`config.mk`:
```
export PLATFORM = sky130hd
export DESIGN_NAME = kgt_step
export DESIGN_NICKNAME = d
export VERILOG_FILES = /design/src/rtl/core/key_gesture_tracker_unit_defines.svh /design/src/rtl/core/kgt_pkg.sv /design/src/rtl/core/kgt_step.sv
export SDC_FILE = /design/constraint.sdc
export NUM_CORES = 1
export LEC_CHECK = 0
export ABC_AREA = 1
export BUFFER_PORTS_ARGS = -buffer_cell sky130_fd_sc_hd__buf_2
export CAP_MARGIN = 0
export CORE_MARGIN = 2
export CORE_UTILIZATION = 54
export DETAILED_ROUTE_END_ITERATION = 16
export PLACE_DENSITY_LB_ADDON = 0.08
export SETUP_SLACK_MARGIN = 0.02
export SLEW_MARGIN = 30
export SYNTH_ARGS = -nofsm -noshare
export SYNTH_HDL_FRONTEND = slang
export SYNTH_SLANG_ARGS = --single-unit
```
`constraint.sdc`:
```
create_clock -name vclk -period 5
set_input_delay 0.75 -clock vclk [all_inputs]
set_output_delay 0.75 -clock vclk [all_outputs]
set_load 0.005 [all_outputs]
```
`src/rtl/core/key_gesture_tracker_unit_defines.svh`:
```
`ifndef KEY_GESTURE_TRACKER_UNIT_DEFINES_SVH
`define KEY_GESTURE_TRACKER_UNIT_DEFINES_SVH

// condition must never hold outside reset
`define KGT_ASSERT_NEVER(lbl, cond, msg) \
  lbl: assert property (@(posedge clk) disable iff (rst) !(cond)) else $error(msg);

// consequent in the same cycle
`define KGT_ASSERT_SAME(lbl, ante, cons, msg) \
  lbl: assert property (@(posedge clk) disable iff (rst) (ante) |-> (cons)) else $error(msg);

// consequent in the next cycle
`define KGT_ASSERT_NEXT(lbl, ante, cons, msg) \
  lbl: assert property (@(posedge clk) disable iff (rst) (ante) |=> (cons)) else $error(msg);

`endif

```
`src/rtl/core/kgt_pkg.sv`:
```
`default_nettype none

package kgt_pkg;

  localparam int NUM_KEYS_DEF = 512;

  localparam int KIND_W    = 2;
  localparam int KEY_W     = 9;
  localparam int ELAPSED_W = 20;
  localparam int MASK_W    = 7;
  localparam int GS_W      = 3;
  localparam int TIME_W    = 32;
  localparam int CFG_IDX_W = 2;
  localparam int CFG_W     = 32;

  localparam logic [KIND_W-1:0] KIND_CHANGE = 2'd0;
  localparam logic [KIND_W-1:0] KIND_TICK   = 2'd1;
  localparam logic [KIND_W-1:0] KIND_QUERY  = 2'd2;

  localparam logic [CFG_IDX_W-1:0] CFG_LONG_PRESS = 2'd0;
  localparam logic [CFG_IDX_W-1:0] CFG_DOUBLE_WIN = 2'd1;
  localparam logic [CFG_IDX_W-1:0] CFG_BLOCKED    = 2'd2;

  localparam logic [TIME_W-1:0] LONG_PRESS_RESET = 32'd500000;
  localparam logic [TIME_W-1:0] DOUBLE_WIN_RESET = 32'd250000;

  localparam logic [GS_W-1:0] G_INITIAL = 3'd0;
  localparam logic [GS_W-1:0] G_PRESS   = 3'd1;
  localparam logic [GS_W-1:0] G_CLICK   = 3'd2;
  localparam logic [GS_W-1:0] G_DPRESS  = 3'd3;
  localparam logic [GS_W-1:0] G_DCLICK  = 3'd4;
  localparam logic [GS_W-1:0] G_LPRESS  = 3'd5;
  localparam logic [GS_W-1:0] G_LCLICK  = 3'd6;

  typedef struct packed {
    logic [GS_W-1:0]   gesture;
    logic [TIME_W-1:0] state_timer;
    logic [TIME_W-1:0] event_timer;
    logic              level;
  } entry_t;

  typedef struct packed {
    logic [TIME_W-1:0] long_press;
    logic [TIME_W-1:0] double_win;
  } thresh_t;

endpackage

`default_nettype wire

```
`src/rtl/core/kgt_step.sv`:
```
`default_nettype none

module kgt_step (
  input  kgt_pkg::entry_t                     cur,
  input  logic [kgt_pkg::ELAPSED_W-1:0]       elapsed,
  input  kgt_pkg::thresh_t                    thresh,
  output kgt_pkg::entry_t                     nxt
);
  import kgt_pkg::*;

  logic [TIME_W:0]   st_sum;
  logic [TIME_W:0]   ev_sum;
  logic [TIME_W-1:0] st_sat;
  logic [TIME_W-1:0] ev_sat;

  always_comb begin
    st_sum = {1'b0, cur.state_timer} + (TIME_W+1)'(elapsed);
    ev_sum = {1'b0, cur.event_timer} + (TIME_W+1)'(elapsed);
    st_sat = st_sum[TIME_W] ? '1 : st_sum[TIME_W-1:0];
    ev_sat = ev_sum[TIME_W] ? '1 : ev_sum[TIME_W-1:0];
  end

  always_comb begin
    nxt             = cur;
    nxt.event_timer = ev_sat;
    nxt.state_timer = st_sat;
    case (cur.gesture)
      G_PRESS, G_DPRESS: begin
        if (cur.level && st_sat >= thresh.long_press) begin
          nxt.gesture     = G_LPRESS;
          nxt.state_timer = '0;
        end else if (!cur.level) begin
          nxt.gesture     = (cur.gesture == G_PRESS) ? G_CLICK : G_DCLICK;
          nxt.state_timer = '0;
        end
      end
      G_CLICK: begin
        if (cur.level && st_sat < thresh.double_win) begin
          nxt.gesture     = G_DPRESS;
          nxt.state_timer = '0;
        end else if (st_sat >= thresh.double_win) begin
          nxt.gesture     = G_INITIAL;
          nxt.state_timer = '0;
        end
      end
      G_DCLICK, G_LCLICK: begin
        if (st_sat != '0) begin
          nxt.gesture     = G_INITIAL;
          nxt.state_timer = '0;
        end
      end
      G_LPRESS: begin
        if (!cur.level) begin
          nxt.gesture     = G_LCLICK;
          nxt.state_timer = '0;
        end
      end
      default: begin
        if (cur.level) begin
          nxt.gesture     = G_PRESS;
          nxt.state_timer = '0;
        end else begin
          nxt.gesture = G_INITIAL;
        end
      end
    endcase
  end

endmodule

`default_nettype wire
```
; After elaboration in Yosys (flattened, before gate mapping)
; Index checks and enable logic that the tools add are counted.
[classes]
add_sub_neg = 2
n_reduce_logical = 5
n_eq_ne = 6
muxes = 12
magnitude_cmp = 3
[ops]
columns = op, count
row1 = 35-bit two-way mux, 6
row2 = 35-bit one-hot mux with 4 select lines, 1
row3 = 32-bit two-way mux, 3
row4 = 32-bit by 20-bit adder with 33-bit output, 2
row5 = 32-bit greater-or-equal comparator, 2
row6 = 32-bit less-than comparator, 1
row7 = 32-bit nonzero test, 1
row8 = "3-bit == test, second input constant", 3
row9 = "3-bit by 2-bit == test with 1-bit output, second input constant", 2
row10 = 2-bit OR reduction, 2
row11 = "3-bit by 1-bit == test with 1-bit output, second input constant", 1
row12 = 3-bit two-way mux, 1
row13 = 1-bit logical AND, 2
row14 = 1-bit two-way mux, 1
[totals]
elab_cells = 28
output_inout_bits = 68
inputBits = 152
register_bits = 0

; Logic depth before layout (Yosys ltp)
[depth]
ltp_word = 6
mapped_depth = 28
ltp_nobuf = 26

; Least setup slack after synthesis
; Ideal clock, no wire load.
[synth_timing]
path_type = input port to output port
from = input cur[33] (netlist bit)
to = output nxt[60] (netlist bit)
path_stages = 25
t_required_ps = 4250
n_path_buf = 3
path_slack_ps = 341
arrival_time_ps = 3909
cell_sequence = ha_1 > fa_1 > nand3_1 > nand3_2 > nand2_2 > nand2_4 > nand2_2 > nand3_2 > nand2_4 > buf_6 > buf_6 > nand2_1 > ha_1 > inv_1 > nor2_1 > o21ai_0 > a21oi_1 > o21ai_0 > nand2_1 > nand2_1 > nand3_1 > inv_1 > clkbuf_1 > nand4_1 > nand4_1
[synth_rtl]
columns = item, line
row1 = start: declaration, kgt_step.sv:4  ; input kgt_pkg::entry_t cur,
row2 = end: declaration, kgt_step.sv:7  ; output kgt_pkg::entry_t nxt

==> results.sh <==
export IMPL_status="finished, violations left"
export IMPL_violations="negative setup slack"
export IMPL_via_per_inst=5.61
export IMPL_syn_area_sq_um=6680
export IMPL_routedWlPerCell_um=14.5
export IMPL_power_density_nw_per_um2=131
export IMPL_crit_required_ps=4250
export IMPL_worstHoldPathCells=4
export IMPL_period_share_pct=102
export IMPL_grt_usage_pct=33.1
export IMPL_path_class="input port to output pin"
export IMPL_place_detailed_hpwl_mm=18.4
export IMPL_yosysSeqAreaShare_pct=0
export IMPL_die_w_um=115
export IMPL_ir_worst_vdd_mv=0.0645
export IMPL_core_sq_um=12100
export IMPL_postCtsHoldBufs=0
export IMPL_yosys_warnings=0
export IMPL_diodes=0
export IMPL_synth_top_area_share_pct=19.5
export IMPL_fin_util_pct=76.4
export IMPL_grt_pass1_vias=7957
export IMPL_area_growth_pct=37.8
export IMPL_post_place_ws_ps=-158
export IMPL_synthesis_nets=1497
export IMPL_rows=40
export IMPL_dr_pass1_iters=6
export IMPL_clock_buffers=0
export IMPL_report_final_slew_viol_count=0
export IMPL_drc_errors=0
export IMPL_totalWireLength_mm=24.1
export IMPL_io_pins=220
export IMPL_final_nets=1758
export IMPL_finalSetupViolations=30
export IMPL_final_min_clock_period_ps=5090
export IMPL_min_delay_start="cur[32]"
export IMPL_drt_iter0_markers=1115
export IMPL_max_freq_mhz=197
export IMPL_nFlopsAndLatches=0
export IMPL_die_y_um=115
export IMPL_startpoint="elapsed[0]"
export IMPL_cp_start_kind="input port"
export IMPL_start_util_pct=55.4
export IMPL_fill_cells=1049
export IMPL_multi_input_area_sq_um=6250
export IMPL_worst_slack_ps=-86.2
export IMPL_maxSlewHeadroom_pct=53.5
export IMPL_antenna_found_initial=0
export IMPL_grt_pass1_wl_mm=36.3
export IMPL_synth_distinct_cells=44
export IMPL_gp_congestion=0.935
export IMPL_avgSynthCellArea_sq_um=5.39
export IMPL_hold_end="nxt[32]"
export IMPL_tightest_slew_ps=698
export IMPL_grt_ovfl_total=0
export IMPL_grt_max_degree=67
export IMPL_drtAntennaViolNets=0
export IMPL_regArea_sq_um=0
export IMPL_drive_gt1_share_pct=29.8
export IMPL_min_path_type="input port to output pin"
export IMPL_dieArea_sq_um=13300
export IMPL_arrival_ps=4340
export IMPL_synth_top_area_cell="ha_1"
export IMPL_rsz0062_at_grt="yes"
export IMPL_drv_cap=0
export IMPL_synthCells=1239
export IMPL_io_buffers=220
export IMPL_end_kind="output pin"
export IMPL_p_leak_uw=0.00533
export IMPL_vias=9344
export IMPL_hold_viol=0
export IMPL_path_max_fanout=6
export IMPL_ys_top_cells_by_area="ha_1 (19%), nand2_1 (17%), inv_1 (13%), nand3_1 (9.6%), nand4_1 (9.5%)"
placed cells by master, fill, tap and decap left out, drive strengths merged:
master   netlist  final
or2            6      6
nand2        328    329
nand3b         8      8
a31oi          4      4
o21ai         30     30
o211ai         4      4
xnor2          9      9
nor2          92     92
nand3        134    134
o221ai         2      2
a21boi         2      2
o31ai          1      1
and3           1      1
a211oi         1      1
nand4        102    102
inv          235    236
buf            9    295
and2           1      1
clkinv         2      1
clkbuf        29      1
o2111ai        3      3
fa             2      2
o21a           3      3
a21oi         73     73
nor3          21     21
o21bai         1      1
ha           104    104
xor2          19     19
a21o           3      3
nor4           9      9
and3b          1      1
power breakdown:
group          total (uW)  switching, uW  leakage, uW  internal [uW]
registers               0              0            0              0
logic                1210            700      0.00533            510
clock network           0              0            0              0
total                1210            700      0.00533            510
stage by stage:
stage	power, uW	cell area (sq um)	cells	setup TNS, ps	hold slack, ps
6_report	1210	9210	1666	-1220	1780
5_1_grt	1340	9210	1666	-7120	1820
4_1_cts	1100	8620	1651	0	1790
3_5_place_dp	1050	8270	1642	-3970	1780
3_3_place_gp	1030	8270	1642	-97.7	1780
2_1_floorplan	651	6680	1239	0	1580
worst max path at each step:
| stage | endpoint | slack, ps | cells after the start |
|---|---|---|---|
| finish | nxt[39] | -90 | 25 |
| global route | nxt[45] | -270 | 22 |
| CTS | nxt[51] | 10 | 24 |
| detailed placement | nxt[51] | -160 | 27 |
| global placement | nxt[40] | -20 | 28 |
| floorplan | nxt[60] | 340 | 25 |
Yosys cell counts (2+ instances only):
cell type,number
xnor2_1,9
or2_2,6
nor3_1,18
o21ai_0,29
nand2_2,17
nand4_1,102
a31oi_1,4
nor4_2,2
nand3_2,6
nand2_1,309
a21o_1,3
buf_2,5
o221ai_1,2
o21a_1,3
o2111ai_1,3
nor3_2,3
fa_1,2
xor2_1,19
nor4_1,7
clkbuf_1,29
inv_1,230
nand3_1,128
nand3b_1,8
nand2_4,2
a21oi_2,2
nor2_1,78
clkinv_1,2
nor2_2,14
buf_6,2
a21oi_1,71
inv_2,5
o211ai_1,4
ha_1,104
metal layers:
| metal | global-route usage [%] | share of wire [%] | vias to the layer above |
|---|---|---|---|
| li1 | - | - | 4650 |
| met5 | 0 | 0 | - |
| met4 | 7.23 | 2.6 | 0 |
| met3 | 3.69 | 10 | 66 |
| met2 | 55.3 | 46 | 515 |
| met1 | 45.9 | 41 | 4113 |
worst max-delay path, stage by stage:
cell and delay (ps):
buf_8 100, ha_4 150, fa_2 350, nand3_2 90
nand3_2 80, nand2_2 90, nand2_4 60, nand2_4 70
nand3_4 100, nand2_4 100, buf_8 150, nand2_4 60
nor2_4 120, inv_2 70, ha_4 280, nand2_4 50
nor4_4 320, and3_4 280, nand4_1 180, nand3_4 190
nand2_8 130, buf_12 190, nand4_1 60, nand4_1 150
buf_2 160
cell families (layout without fill, tap and decap cells):
kind of cell    Yosys count  in the layout  synth area share (%)
buf+inv                 275            533                  16.0
compound gates          127            127                  10.7
fa+ha+maj               106            106                  20.1
simple gates            703            704                  49.6
xor+xnor                 28             28                  3.67
what timing repair did:
item | CTS | global route
buffers inserted | 3 | 14
setup endpoints to repair | 34 | 34
gates resized for setup | 42 | 93
pin swaps | 10 | 37
cloned | 6 | 1
cell type report:
class	count	area share, %
inverter	237	9.66
multi-input combinational	965	67.9
tap	168	2.28
timing repair buffer	296	20.2
Power figures use the tool's default switching activity.
